--- config.mk ---
export PLATFORM = sky130hd
export DESIGN_NAME = resistor_ladder_key_decoder_unit
export DESIGN_NICKNAME = d
export VERILOG_FILES = /design/src/rtl/rlkd_pkg.sv /design/src/rtl/resistor_ladder_key_decoder_unit.sv
export SDC_FILE = /design/constraint.sdc
export NUM_CORES = 1
export LEC_CHECK = 0
export BUFFER_PORTS_ARGS = -buffer_cell sky130_fd_sc_hd__buf_2
export CAP_MARGIN = 20
export CORE_AREA = 2 2 163 165
export DETAILED_ROUTE_END_ITERATION = 16
export DIE_AREA = 0 0 165 167
export GPL_TIMING_DRIVEN = 1
export HOLD_SLACK_MARGIN = 0.08
export PLACE_DENSITY = 0.69
export SYNTH_ARGS = -nofsm -noshare
export SYNTH_HDL_FRONTEND = slang
export SYNTH_SLANG_ARGS = --single-unit
--- constraint.sdc ---
create_clock -name clk -period 7.35 [get_ports clk]
set_clock_uncertainty 0.1 [all_clocks]
set_input_delay 1.47 -clock clk [delete_from_list [all_inputs] [get_ports clk]]
set_output_delay 1.47 -clock clk [all_outputs]
set_load 0.01 [all_outputs]
--- src/rtl/rlkd_pkg.sv ---
`default_nettype none
// ----------------------------------------------------------------------------
// rlkd_pkg
// shared constants, types and the control program of the key decoder
// ----------------------------------------------------------------------------
package rlkd_pkg;

  localparam int GROUP_SIZE = 5;
  localparam int SAMPLE_W   = 12;
  localparam int TRIM_COUNT = GROUP_SIZE - 2;
  localparam int SUM_W      = SAMPLE_W + $clog2(GROUP_SIZE);
  localparam int CNT_W      = $clog2(GROUP_SIZE);
  localparam int DIV_CNT_W  = $clog2(SAMPLE_W + 1);
  localparam int CFG_IDX_W  = 3;
  localparam int KEY_W      = 3;

  // reciprocal of the trimmed count, exact floor for any trimmed sum
  localparam int RECIP_SHIFT = SUM_W + 3;
  localparam int RECIP_W     = RECIP_SHIFT + 1;

  localparam logic [CNT_W-1:0]   CNT_LAST   = CNT_W'(GROUP_SIZE - 1);
  localparam logic [RECIP_W-1:0] TRIM_RECIP =
    RECIP_W'(((1 << RECIP_SHIFT) + TRIM_COUNT - 1) / TRIM_COUNT);

  typedef enum logic [CFG_IDX_W-1:0] {
    CFG_SCALE_DIVISOR = 3'd0,
    CFG_UP_LEVEL      = 3'd1,
    CFG_DOWN_LEVEL    = 3'd2,
    CFG_RIGHT_LEVEL   = 3'd3,
    CFG_LEFT_LEVEL    = 3'd4
  } cfg_idx_t;

  typedef enum logic [KEY_W-1:0] {
    KEY_NONE  = 3'd0,
    KEY_UP    = 3'd1,
    KEY_DOWN  = 3'd2,
    KEY_RIGHT = 3'd3,
    KEY_LEFT  = 3'd4
  } key_t;

  // program steps
  typedef enum logic [2:0] {
    STEP_COLLECT = 3'd0,
    STEP_LOAD    = 3'd1,
    STEP_DIV     = 3'd2,
    STEP_EMIT    = 3'd3,
    STEP_RETURN  = 3'd4
  } step_t;

  // jump conditions
  typedef enum logic [2:0] {
    C_NEVER    = 3'd0,
    C_ALWAYS   = 3'd1,
    C_NOT_LAST = 3'd2,
    C_DIV_BUSY = 3'd3,
    C_OUT_BUSY = 3'd4
  } cond_t;

  typedef struct packed {
    logic  accept;
    logic  load;
    logic  div_step;
    logic  emit;
    cond_t cond;
    step_t target;
  } ctl_word_t;

  // control store: jump to target when cond holds, else fall through
  function automatic ctl_word_t ucode(input step_t step);
    ctl_word_t w;
    w = '{accept: 1'b0, load: 1'b0, div_step: 1'b0,
          emit: 1'b0, cond: C_ALWAYS, target: STEP_COLLECT};
    case (step)
      STEP_COLLECT: begin
        w.accept = 1'b1;
        w.cond   = C_NOT_LAST;
        w.target = STEP_COLLECT;
      end
      STEP_LOAD: begin
        w.load = 1'b1;
        w.cond = C_NEVER;
      end
      STEP_DIV: begin
        w.div_step = 1'b1;
        w.cond     = C_DIV_BUSY;
        w.target   = STEP_DIV;
      end
      STEP_EMIT: begin
        w.emit   = 1'b1;
        w.cond   = C_OUT_BUSY;
        w.target = STEP_EMIT;
      end
      STEP_RETURN: begin
        w.cond   = C_ALWAYS;
        w.target = STEP_COLLECT;
      end
      default: begin
        w.cond   = C_ALWAYS;
        w.target = STEP_COLLECT;
      end
    endcase
    return w;
  endfunction

endpackage
`default_nettype wire

--- src/rtl/resistor_ladder_key_decoder_unit.sv ---
`default_nettype none
// ----------------------------------------------------------------------------
// resistor_ladder_key_decoder_unit
// trimmed-mean filter and press latch for a resistor-ladder five-way key
// ----------------------------------------------------------------------------
// usage
//   in_valid/in_stall/in_sample: adc samples, one transfer each. samples are
//   gathered in groups of GROUP_SIZE; during gathering one sample is taken
//   per cycle.
//   out_valid/out_stall/out_key_code/out_level: one result per finished group.
//   cfg_we/cfg_index/cfg_wdata: register writes, taken at once, no read-back.
// processing
//   after the transfer of the last sample of a group the sequencer loads
//   the divider, runs the division, emits the result and returns to
//   gathering. the trimmed sum becomes the mean in one step by a reciprocal
//   multiply, then the mean is divided by scale_divisor on a shift-subtract
//   divider, one quotient bit per cycle; in_stall is high after the last
//   sample until the sequencer is back at gathering, so no sample of the
//   next group is taken before the last group is through.
// reset
//   synchronous, active low: program counter back to gathering, group empty,
//   latch armed, held key none, registers at their defaults.
// receiver stall
//   a finished result sits in the output register; the next group is
//   gathered meanwhile, and the sequencer waits at its emit step (input
//   stalled) only if the old result still has not been taken.
// ----------------------------------------------------------------------------
module resistor_ladder_key_decoder_unit (
  input  wire logic                           clk,
  input  wire logic                           rst_n,
  input  wire logic                           in_valid,
  output      logic                           in_stall,
  input  wire logic [rlkd_pkg::SAMPLE_W-1:0]  in_sample,
  output      logic                           out_valid,
  input  wire logic                           out_stall,
  output      logic [rlkd_pkg::KEY_W-1:0]     out_key_code,
  output      logic [rlkd_pkg::SAMPLE_W-1:0]  out_level,
  input  wire logic                           cfg_we,
  input  wire logic [rlkd_pkg::CFG_IDX_W-1:0] cfg_index,
  input  wire logic [rlkd_pkg::SAMPLE_W-1:0]  cfg_wdata
);
  import rlkd_pkg::*;

  // configuration registers
  logic [SAMPLE_W-1:0] scale_div_r;
  logic [SAMPLE_W-1:0] up_level_r;
  logic [SAMPLE_W-1:0] down_level_r;
  logic [SAMPLE_W-1:0] right_level_r;
  logic [SAMPLE_W-1:0] left_level_r;

  // sequencer
  step_t     pc_r, pc_nxt;
  ctl_word_t ctl;
  logic      jump;

  // gathering: running sum, minimum and maximum replace a sort
  logic [CNT_W-1:0]    cnt_r, cnt_nxt;
  logic [SUM_W-1:0]    sum_r;
  logic [SAMPLE_W-1:0] min_r;
  logic [SAMPLE_W-1:0] max_r;
  logic                in_fire;
  logic                last_smp;

  // trimmed mean by reciprocal multiply
  logic [SUM_W-1:0]         trim_sum;
  logic [SUM_W+RECIP_W-1:0] mean_prod;
  logic [SAMPLE_W-1:0]      mean;

  // scale divider
  logic [SAMPLE_W-1:0]  q_r;
  logic [SAMPLE_W-1:0]  rem_r;
  logic [SAMPLE_W-1:0]  d_r;
  logic [DIV_CNT_W-1:0] div_cnt_r;
  logic [SAMPLE_W:0]    trial;
  logic [SAMPLE_W:0]    diff;
  logic                 ge;
  logic [SAMPLE_W-1:0]  rem_nxt;
  logic [SAMPLE_W-1:0]  q_nxt;
  logic                 div_busy;

  // press latch and output register
  logic                armed_r, armed_nxt;
  key_t                held_key_r, held_key_nxt;
  logic                out_valid_r, out_valid_nxt;
  logic [KEY_W-1:0]    out_key_code_r;
  logic [SAMPLE_W-1:0] out_level_r;
  logic [SAMPLE_W-1:0] level;
  logic                out_busy;
  logic                emit_fire;

  // ---------------------------------------------------------------------
  // control word fetch and next step
  // ---------------------------------------------------------------------
  always_comb begin
    ctl      = ucode(pc_r);
    in_fire  = in_valid && ctl.accept;
    last_smp = (cnt_r == CNT_LAST);
    out_busy = out_valid_r && out_stall;
    div_busy = (div_cnt_r != DIV_CNT_W'(1));
    case (ctl.cond)
      C_NEVER:    jump = 1'b0;
      C_ALWAYS:   jump = 1'b1;
      C_NOT_LAST: jump = !(in_fire && last_smp);
      C_DIV_BUSY: jump = div_busy;
      C_OUT_BUSY: jump = out_busy;
      default:    jump = 1'b0;
    endcase
    pc_nxt = jump ? ctl.target : step_t'(pc_r + 3'd1);
  end

  assign in_stall = !ctl.accept;

  // group counter wraps after the last sample
  always_comb begin
    cnt_nxt = cnt_r;
    if (in_fire) begin
      cnt_nxt = last_smp ? '0 : cnt_r + CNT_W'(1);
    end
  end

  // drop the extremes, floor divide the rest by the trimmed count
  always_comb begin
    trim_sum  = sum_r - SUM_W'(min_r) - SUM_W'(max_r);
    mean_prod = {{RECIP_W{1'b0}}, trim_sum} * {{SUM_W{1'b0}}, TRIM_RECIP};
    mean      = mean_prod[RECIP_SHIFT +: SAMPLE_W];
  end

  // ---------------------------------------------------------------------
  // restoring divider, one quotient bit per step; numerator shifts out of
  // the top of q_r while quotient bits enter at the bottom
  // ---------------------------------------------------------------------
  always_comb begin
    trial   = {rem_r, q_r[SAMPLE_W-1]};
    diff    = trial - {1'b0, d_r};
    ge      = (trial >= {1'b0, d_r});
    rem_nxt = ge ? diff[SAMPLE_W-1:0] : trial[SAMPLE_W-1:0];
    q_nxt   = {q_r[SAMPLE_W-2:0], ge};
  end

  // quotient of the scale division
  assign level = q_r;

  // ---------------------------------------------------------------------
  // press latch: first nonzero level after a release picks the key, in
  // up, down, right, left priority; a zero level re-arms
  // ---------------------------------------------------------------------
  always_comb begin
    emit_fire    = ctl.emit && !out_busy;
    armed_nxt    = armed_r;
    held_key_nxt = held_key_r;
    if (emit_fire) begin
      if (armed_r && (level != '0)) begin
        armed_nxt = 1'b0;
        if (level == up_level_r) begin
          held_key_nxt = KEY_UP;
        end else if (level == down_level_r) begin
          held_key_nxt = KEY_DOWN;
        end else if (level == right_level_r) begin
          held_key_nxt = KEY_RIGHT;
        end else if (level == left_level_r) begin
          held_key_nxt = KEY_LEFT;
        end
      end
      if (level == '0) begin
        armed_nxt    = 1'b1;
        held_key_nxt = KEY_NONE;
      end
    end
    out_valid_nxt = emit_fire || out_busy;
  end

  // ---------------------------------------------------------------------
  // control state
  // ---------------------------------------------------------------------
  always_ff @(posedge clk) begin
    if (!rst_n) begin
      pc_r          <= STEP_COLLECT;
      cnt_r         <= '0;
      armed_r       <= 1'b1;
      held_key_r    <= KEY_NONE;
      out_valid_r   <= 1'b0;
      scale_div_r   <= SAMPLE_W'(250);
      up_level_r    <= SAMPLE_W'(4);
      down_level_r  <= SAMPLE_W'(5);
      right_level_r <= SAMPLE_W'(8);
      left_level_r  <= SAMPLE_W'(16);
    end else begin
      pc_r        <= pc_nxt;
      cnt_r       <= cnt_nxt;
      armed_r     <= armed_nxt;
      held_key_r  <= held_key_nxt;
      out_valid_r <= out_valid_nxt;
      if (cfg_we) begin
        case (cfg_index)
          CFG_SCALE_DIVISOR: scale_div_r   <= cfg_wdata;
          CFG_UP_LEVEL:      up_level_r    <= cfg_wdata;
          CFG_DOWN_LEVEL:    down_level_r  <= cfg_wdata;
          CFG_RIGHT_LEVEL:   right_level_r <= cfg_wdata;
          CFG_LEFT_LEVEL:    left_level_r  <= cfg_wdata;
          default: ;
        endcase
      end
    end
  end

  // ---------------------------------------------------------------------
  // datapath
  // ---------------------------------------------------------------------
  always_ff @(posedge clk) begin
    if (in_fire) begin
      if (cnt_r == '0) begin
        sum_r <= SUM_W'(in_sample);
        min_r <= in_sample;
        max_r <= in_sample;
      end else begin
        sum_r <= sum_r + SUM_W'(in_sample);
        if (in_sample < min_r) begin
          min_r <= in_sample;
        end
        if (in_sample > max_r) begin
          max_r <= in_sample;
        end
      end
    end
    if (ctl.load) begin
      q_r       <= mean;
      rem_r     <= '0;
      d_r       <= (scale_div_r == '0) ? SAMPLE_W'(1) : scale_div_r;
      div_cnt_r <= DIV_CNT_W'(SAMPLE_W);
    end else if (ctl.div_step) begin
      q_r       <= q_nxt;
      rem_r     <= rem_nxt;
      div_cnt_r <= div_cnt_r - DIV_CNT_W'(1);
    end
    if (emit_fire) begin
      out_key_code_r <= held_key_nxt;
      out_level_r    <= level;
    end
  end

  assign out_valid    = out_valid_r;
  assign out_key_code = out_key_code_r;
  assign out_level    = out_level_r;

  // ---------------------------------------------------------------------
  // assertions
  // ---------------------------------------------------------------------
  // a held key always means the latch has been disarmed
  a_held_disarmed: assert property (@(posedge clk) disable iff (!rst_n)
    (held_key_r != KEY_NONE) |-> !armed_r)
    else $error("key held while latch armed");

  // divider remainder stays below the divisor throughout the division
  a_rem_bound: assert property (@(posedge clk) disable iff (!rst_n)
    (pc_r == STEP_DIV) |-> (rem_r < d_r))
    else $error("divider remainder out of range");

  // a new result only comes from the emit step
  a_emit_origin: assert property (@(posedge clk) disable iff (!rst_n)
    $rose(out_valid_r) |-> ($past(pc_r) == STEP_EMIT))
    else $error("result raised outside emit step");

  // running extremes stay ordered within a partial group
  a_min_max: assert property (@(posedge clk) disable iff (!rst_n)
    (cnt_r != '0) |-> (min_r <= max_r))
    else $error("group minimum above maximum");

endmodule
`default_nettype wire
==> Yosys cells after proc, flatten, opt, wreduce, memory -nomap -nowiden <==
Index checks and enable logic that the tools add are counted.
{ "op_classes": {"addsub": 7, "n_mul": 1, "n_lt_le_gt_ge": 3, "n_eq_ne": 17, "n_mux": 26, "n_reduce_logical": 27} }
{ "op_table": {"columns": ["operator", "n"], "rows": [
  ["12-bit 2-to-1 mux", 8],
  ["12-bit == test", 4],
  ["15-bit by 12-bit subtractor with 15-bit output", 2],
  ["15-bit by 16-bit multiplier with 29-bit output (second input constant)", 1],
  ["3-bit 2-to-1 mux", 9],
  ["12-bit zero test", 2],
  ["3-bit by 2-bit == test with 1-bit output (second input constant)", 6],
  ["2-bit AND reduction", 8],
  ["15-bit by 12-bit adder with 15-bit output", 1],
  ["13-bit by 12-bit >= comparator with 1-bit output", 1],
  ["12-bit greater-than comparator", 1],
  ["12-bit < comparator", 1],
  ["3-bit case mux with 4 select lines", 1],
  ["12-bit nonzero test", 1],
  ["12-bit subtractor", 1],
  ["3-bit by 1-bit == test with 1-bit output (second input constant)", 3],
  ["3-bit == test (second input constant)", 3],
  ["3-bit zero test", 3],
  ["2-bit nonzero test", 4],
  ["3-bit by 1-bit adder with 3-bit output (second input constant)", 2],
  ["1-bit 2-to-1 mux", 6],
  ["1-bit logical AND", 5],
  ["4-bit by 1-bit inequality test with 1-bit output (second input constant)", 1],
  ["1-bit case mux with 4 select lines", 1],
  ["4 further kinds", 6]
]} }
{ "word_totals": {"ff_bits": 165, "in_bits": 32, "out_inout_bits": 17, "wordCells": 101} }

==> Longest topological paths before layout <==
{ "depth": {"depth_word": 8, "ltp_mapped": 31, "depth_no_buf": 31} }

==> Worst setup path before layout <==
No wires, ideal clock.
{ "synth_path": {"path_type": "register to register", "startpoint": "register sum_r[2]", "endpoint": "register q_r[9] (netlist: level[9]), data pin", "setup_ns": 0.262, "arrival_ns": 7.623, "required_ns": 6.988, "setup_slack_ns": -0.635, "stages_incl_launch_ff": 28, "path_buffers": 0, "synth_period_minus_slack_ns": 7.985, "path_cell_list": "edfxtp_1 fa_1 ha_1 nor2b_1 o21ai_0 a21boi_0 o41ai_1 o21ai_0 o41ai_2 o21ai_0 xnor2_1 ha_1 inv_1 fa_1 fa_1 fa_1 inv_1 fa_1 fa_1 ha_1 a21oi_1 nor2_1 or3_1 or4_4 a31oi_1 o21bai_1 a211oi_1 o31ai_1"} }
{ "synth_between": {"elab_chain_len": 4} }
{ "synth_lines": {"columns": ["item", "line", "text"], "rows": [
  ["start, declared", "resistor_ladder_key_decoder_unit.sv:58", "logic [SUM_W-1:0] sum_r;"],
  ["start signal, assigned", "resistor_ladder_key_decoder_unit.sv:212", "sum_r <= SUM_W'(in_sample);"],
  ["start signal, assigned", "resistor_ladder_key_decoder_unit.sv:216", "sum_r <= sum_r + SUM_W'(in_sample);"],
  ["15-bit by 12-bit subtractor with 15-bit output (2 in a row)", "resistor_ladder_key_decoder_unit.sv:123", "trim_sum = sum_r - SUM_W'(min_r) - SUM_W'(max_r);"],
  ["15-bit by 16-bit multiplier with 29-bit output", "resistor_ladder_key_decoder_unit.sv:124", "mean_prod = {{RECIP_W{1'b0}}, trim_sum} * {{SUM_W{1'b0}}, TRIM_RECIP};"],
  ["12-bit 2-to-1 mux", "resistor_ladder_key_decoder_unit.sv:225", "if (ctl.load) begin"],
  ["end signal, assigned", "resistor_ladder_key_decoder_unit.sv:226", "q_r <= mean;"],
  ["end signal, assigned", "resistor_ladder_key_decoder_unit.sv:231", "q_r <= q_nxt;"],
  ["end, declared", "resistor_ladder_key_decoder_unit.sv:70", "logic [SAMPLE_W-1:0] q_r;"]
]} }
Every way passes these cells.
A chain may end at the register's enable or synchronous reset.

==> Worst setup path after layout <==
{ "layout_path": {"startpoint": "register max_r[0]", "endpoint": "register q_r[11] (netlist: level[11]), data pin"} }
{ "layout_between": {"elab_chain_len": 3} }
{ "layout_lines": {"columns": ["item", "line", "text"], "rows": [
  ["start, declared", "resistor_ladder_key_decoder_unit.sv:60", "logic [SAMPLE_W-1:0] max_r;"],
  ["start signal, assigned", "resistor_ladder_key_decoder_unit.sv:214", "max_r <= in_sample;"],
  ["start signal, assigned", "resistor_ladder_key_decoder_unit.sv:221", "max_r <= in_sample;"],
  ["15-bit by 12-bit subtractor with 15-bit output", "resistor_ladder_key_decoder_unit.sv:123", null],
  ["15-bit by 16-bit multiplier with 29-bit output", "resistor_ladder_key_decoder_unit.sv:124", null],
  ["12-bit 2-to-1 mux", "resistor_ladder_key_decoder_unit.sv:225", null]
]} }
Every way passes these cells.

==> reports/results.env <==
RUN_STATUS='complete, but fails checks'
FAILED_CHECKS='setup timing'
NETLIST_TOP_CELLS_AREA='sky130_fd_sc_hd__edfxtp_1, sky130_fd_sc_hd__ha_1, sky130_fd_sc_hd__dfxtp_1'
SYNTH_SIMPLE_GATE_AREA_SHARE=0.127
GRT_MAX_DEGREE=72
CTS_HOLD_REPAIR.BUFFERS=0
SYNTH.LIB_CELLS_USED.DISTINCT=66
NUMBER_OF_DRC_VIOLATIONS_AFTER_DETAILED_ROUTING_ITERATION_0=418
DETAILED_PLACE_HPWL_MM=22.0
DRT-WIRELENGTH-PER-CELL_UM=15.9
TIMING.CRITICAL_PATH.REQUIRED_NS=7.53
PLACEMENT_ROWS=59
YOSYS_TOP_CELL_AREA_SHARE=0.183
DIE_AREA_UM2=27600
ROUTED_WL_MM=28.8
CTS_TREE='built'
GRT_OVERFLOW=0
REPORT.FINAL.HOLD_VIOL_COUNT=0
LAYOUT-DRIVE-GT1-SHARE=0.180
SLEW_VIOL_FINAL=0
ASR_FLOP_RATIO_SYNTH=0
ANTENNA_FOUND_INITIAL=0
GRT_SETUP_UNREPAIRED='yes'
SYNTH_XOR_XNOR_AREA_SHARE=0.0720
GP_ROUTABILITY_CONGESTION=0.884
NET_COUNT_AFTER_SYNTHESIS=1607
CTS.ROOT.BUFFER_CELL='sky130_fd_sc_hd__clkbuf_16'
ACTUAL_SLEW_AT_THE_WORST_MAX_SLEW_PIN_NS=0.914
CRIT_PATH_MAX_FANOUT=3
FINAL_PERIOD_MINUS_WORST_SETUP_SLACK_NS=7.82
SYNTH-EDFF-COUNT=78
CLOCK_LATENCY_NS=0.45
CLOCK_SINK_COUNT=165
SYNTH.AREA.MUX_SHARE=0.0104
FINAL_CELL_COUNT_NO_FILL=1814
MAIN_COMBINATIONAL_CELL_FAMILY_BY_AREA_AFTER_SYNTHESIS='adder cells'
ACHIEVABLE-FREQUENCY_GHz=0.128
SYN_AREA_UM2=12800
DETAIL-ROUTE-ANTENNA-NETS=0
WORST_SETUP_PATH_END_KIND='flip-flop'
PLACE.PORT_BUFFERS=48
CRITICAL-PATH-SLOWEST-CELL='sky130_fd_sc_hd__fa_2'
SYNTHESIS.YOSYS.WARNINGS=0
DIE_Y_UM=167
SYNTHFLOPTYPE='sky130_fd_sc_hd__dfxtp_1'
CORE-AREA_UM2=25800
SYNTH_ADDER_AREA_SHARE=0.282
SYN_AVG_CELL_AREA_UM2=9.59
DIEWIDTH_UM=165
CTS_BUFFERS=17
HTREE_NUM_LEVELS=4
START_UTIL=0.496
HOLDCRITPATHCLASS='reg -> reg'
PLACE_INST=1772
CRITICALPATHCATEGORY='reg -> reg'
POST-ROUTE-DRC-COUNT=0
POST-ROUTE-CELL-AREA_UM2=15000
NUM_ANTENNA_CELLS=0
MAXCAPVIOLATIONS=0
POSTSYNTHREGISTERBITS=165
SYNTH-SEQ-AREA-SHARE=0.320
DRTPASS1ITERATIONS=5
GRT_USE_TOTAL=0.216
POST_DRT_VIA_CELL_RATIO=5.22
CRIT_ARRIVAL_NS=8.00
TIMING.HOLD.WS_NS=0.364
WORST_SETUP_TIMING_SLACK_AT_THE_PLACEMENT_STAGE_NS=-0.537
NUM-NETS-FINAL=1741
DPL_CELL_AREA_UM2=14200
FIRST_PASS_GRT_WIRE_LENGTH_MM=47.3
FINAL_SETUP_SLACK_OF_THE_WORST_PATH_NS=-0.465
SLOWEST_DELAY_NS=0.58
CRIT_PATH_START_KIND='flip-flop'
FINAL.PERIOD_UTILIZATION=1.06
TOP_LEVEL_PORTS=49
CLK_PIN_SLEW_NS=0.07
CTS_MAX_PATH_BUFFERS=2
TIMING.SLEW.HEADROOM=0.389
POST_SYNTHESIS_INSTANCE_TOTAL=1332
SETUP_VIOL=12
AREA.GROWTH.SYNTH_TO_FINAL_PCT=17.6
GRT_PASS1_VIAS=9556
CELL_TYPE_CONTRIBUTING_THE_MOST_TOTAL_CELL_AREA_AFTER_SYNTHESIS='sky130_fd_sc_hd__edfxtp_1'
SYNTH_COMPOUND_GATE_AREA_SHARE=0.124
DETAILROUTE.VIA_COUNT=9465
==> flip-flops by register name (all words and copies together) (netlist names), 3 cells and up <==
signal / count
right_level_r: 12
out_level: 12
held_key_r: 3
left_level_r: 12
rem_r: 12
down_level_r: 12
d_r: 12
out_key_code: 3
div_cnt_r: 4
min_r: 12
up_level_r: 12
max_r: 12
sum_r: 15
scale_div_r: 12
level: 12
cnt_r: 3
pc_r: 3
==> cells in the mapped netlist, types with 3 or more instances <==
library cell / number
sky130_fd_sc_hd__or2_2: 4
sky130_fd_sc_hd__nand2b_1: 11
sky130_fd_sc_hd__and2_1: 7
sky130_fd_sc_hd__nand3_1: 31
sky130_fd_sc_hd__or3_1: 5
sky130_fd_sc_hd__fa_1: 75
sky130_fd_sc_hd__o21bai_1: 6
sky130_fd_sc_hd__edfxtp_1: 78
sky130_fd_sc_hd__nor2b_1: 14
sky130_fd_sc_hd__clkbuf_1: 47
sky130_fd_sc_hd__and3_1: 10
sky130_fd_sc_hd__nand2_1: 171
sky130_fd_sc_hd__nor2_1: 48
sky130_fd_sc_hd__nor3_1: 13
sky130_fd_sc_hd__o31ai_1: 9
sky130_fd_sc_hd__a21boi_0: 55
sky130_fd_sc_hd__a311o_1: 3
sky130_fd_sc_hd__o21a_1: 5
sky130_fd_sc_hd__a21oi_1: 55
sky130_fd_sc_hd__a21o_1: 20
sky130_fd_sc_hd__nand4_1: 7
sky130_fd_sc_hd__a31o_2: 3
sky130_fd_sc_hd__mux2i_1: 11
sky130_fd_sc_hd__xnor2_1: 48
sky130_fd_sc_hd__ha_1: 168
sky130_fd_sc_hd__dfxtp_1: 87
sky130_fd_sc_hd__a211oi_1: 4
sky130_fd_sc_hd__xor2_1: 57
sky130_fd_sc_hd__nor4_1: 15
sky130_fd_sc_hd__o21ai_0: 45
sky130_fd_sc_hd__inv_1: 169
sky130_fd_sc_hd__a31oi_1: 4
==> through the flow <==
step	util	setup TNS, ns
2_1_floorplan	-	-0.411
3_3_place_gp	0.551	-2.30
3_5_place_dp	0.551	-4.01
4_1_cts	0.577	-2.42
5_1_grt	0.583	-6.62
6_report	0.583	-2.86
==> final timing paths <==
path	from	end	slack (ns)	depth (start not counted)
worst min-delay path	scale_div_r[2]$_SDFFE_PN0P_	d_r[2]$_SDFFCE_PN0P_	0.36	0
worst max-delay path	max_r[0]$_DFFE_PP_	level[11]$_DFFE_PP_	-0.47	30
worst min register to register	scale_div_r[2]$_SDFFE_PN0P_	d_r[2]$_SDFFCE_PN0P_	0.36	0
worst max register to register	max_r[0]$_DFFE_PP_	level[11]$_DFFE_PP_	-0.47	30
==> worst max-delay path, delay by kind of cell, from the launching register on <==
family	cells	cell delay, ns
flip-flops	1	0.36
AO/OA/AOI/OAI	9	1.75
buffers and inverters	5	0.25
adder cells (fa/ha/maj)	9	3.49
XOR/XNOR	1	0.20
AND/OR/NAND/NOR	6	1.49
==> final cells by class <==
cell class / count / area [µm²]
repair buffers: 166 / 1140
fillers: 2156 / 10700
clock inverters: 12 / 109
inverters: 169 / 634
flip-flops and latches: 165 / 4080
clock buffers: 20 / 457
well taps: 335 / 419
multi-input cells: 947 / 8180
==> layout by cell type (no fill, tap or decap), types with 48 or more instances in the layout <==
cell type and instances:
sky130_fd_sc_hd__inv_1 161, sky130_fd_sc_hd__fa_1 70, sky130_fd_sc_hd__xor2_1 53, sky130_fd_sc_hd__nand2_1 170, sky130_fd_sc_hd__a21oi_1 50, sky130_fd_sc_hd__edfxtp_1 78
sky130_fd_sc_hd__buf_4 117, sky130_fd_sc_hd__ha_1 158, sky130_fd_sc_hd__a21boi_0 53, sky130_fd_sc_hd__dfxtp_1 87, sky130_fd_sc_hd__buf_2 48
==> layer usage <==
layer / wire (µm) / vias up / part of all wire / GRT usage
met5: 0 / - / 0 / 0
met4: 524 / 0 / 0.018 / 0.0616
met3: 1060 / 41 / 0.037 / 0.0344
met2: 13500 / 168 / 0.47 / 0.343
met1: 13800 / 4480 / 0.48 / 0.306
li1: - / 4776 / - / -
==> logic make-up (layout without fill, tap and decap cells) <==
| family | after synthesis | after routing |
|---|---|---|
| AND/OR/NAND/NOR | 349 | 349 |
| adder cells (fa/ha/maj) | 243 | 243 |
| AO/OA/AOI/OAI | 237 | 237 |
| buffers and inverters | 220 | 367 |
| flip-flops | 165 | 165 |
| XOR/XNOR | 105 | 105 |
| multiplexers | 13 | 13 |
==> repair_timing <==
| item | CTS | global route |
|---|---|---|
| buffers inserted | 5 | 5 |
| setup endpoints to repair | 12 | 12 |
| pin swaps | 7 | 17 |
| gates resized for setup | 16 | 26 |
Power is left out: the tool's default activity adds up to more than one toggle a clock period on the data nets, which glitch-free logic cannot reach.
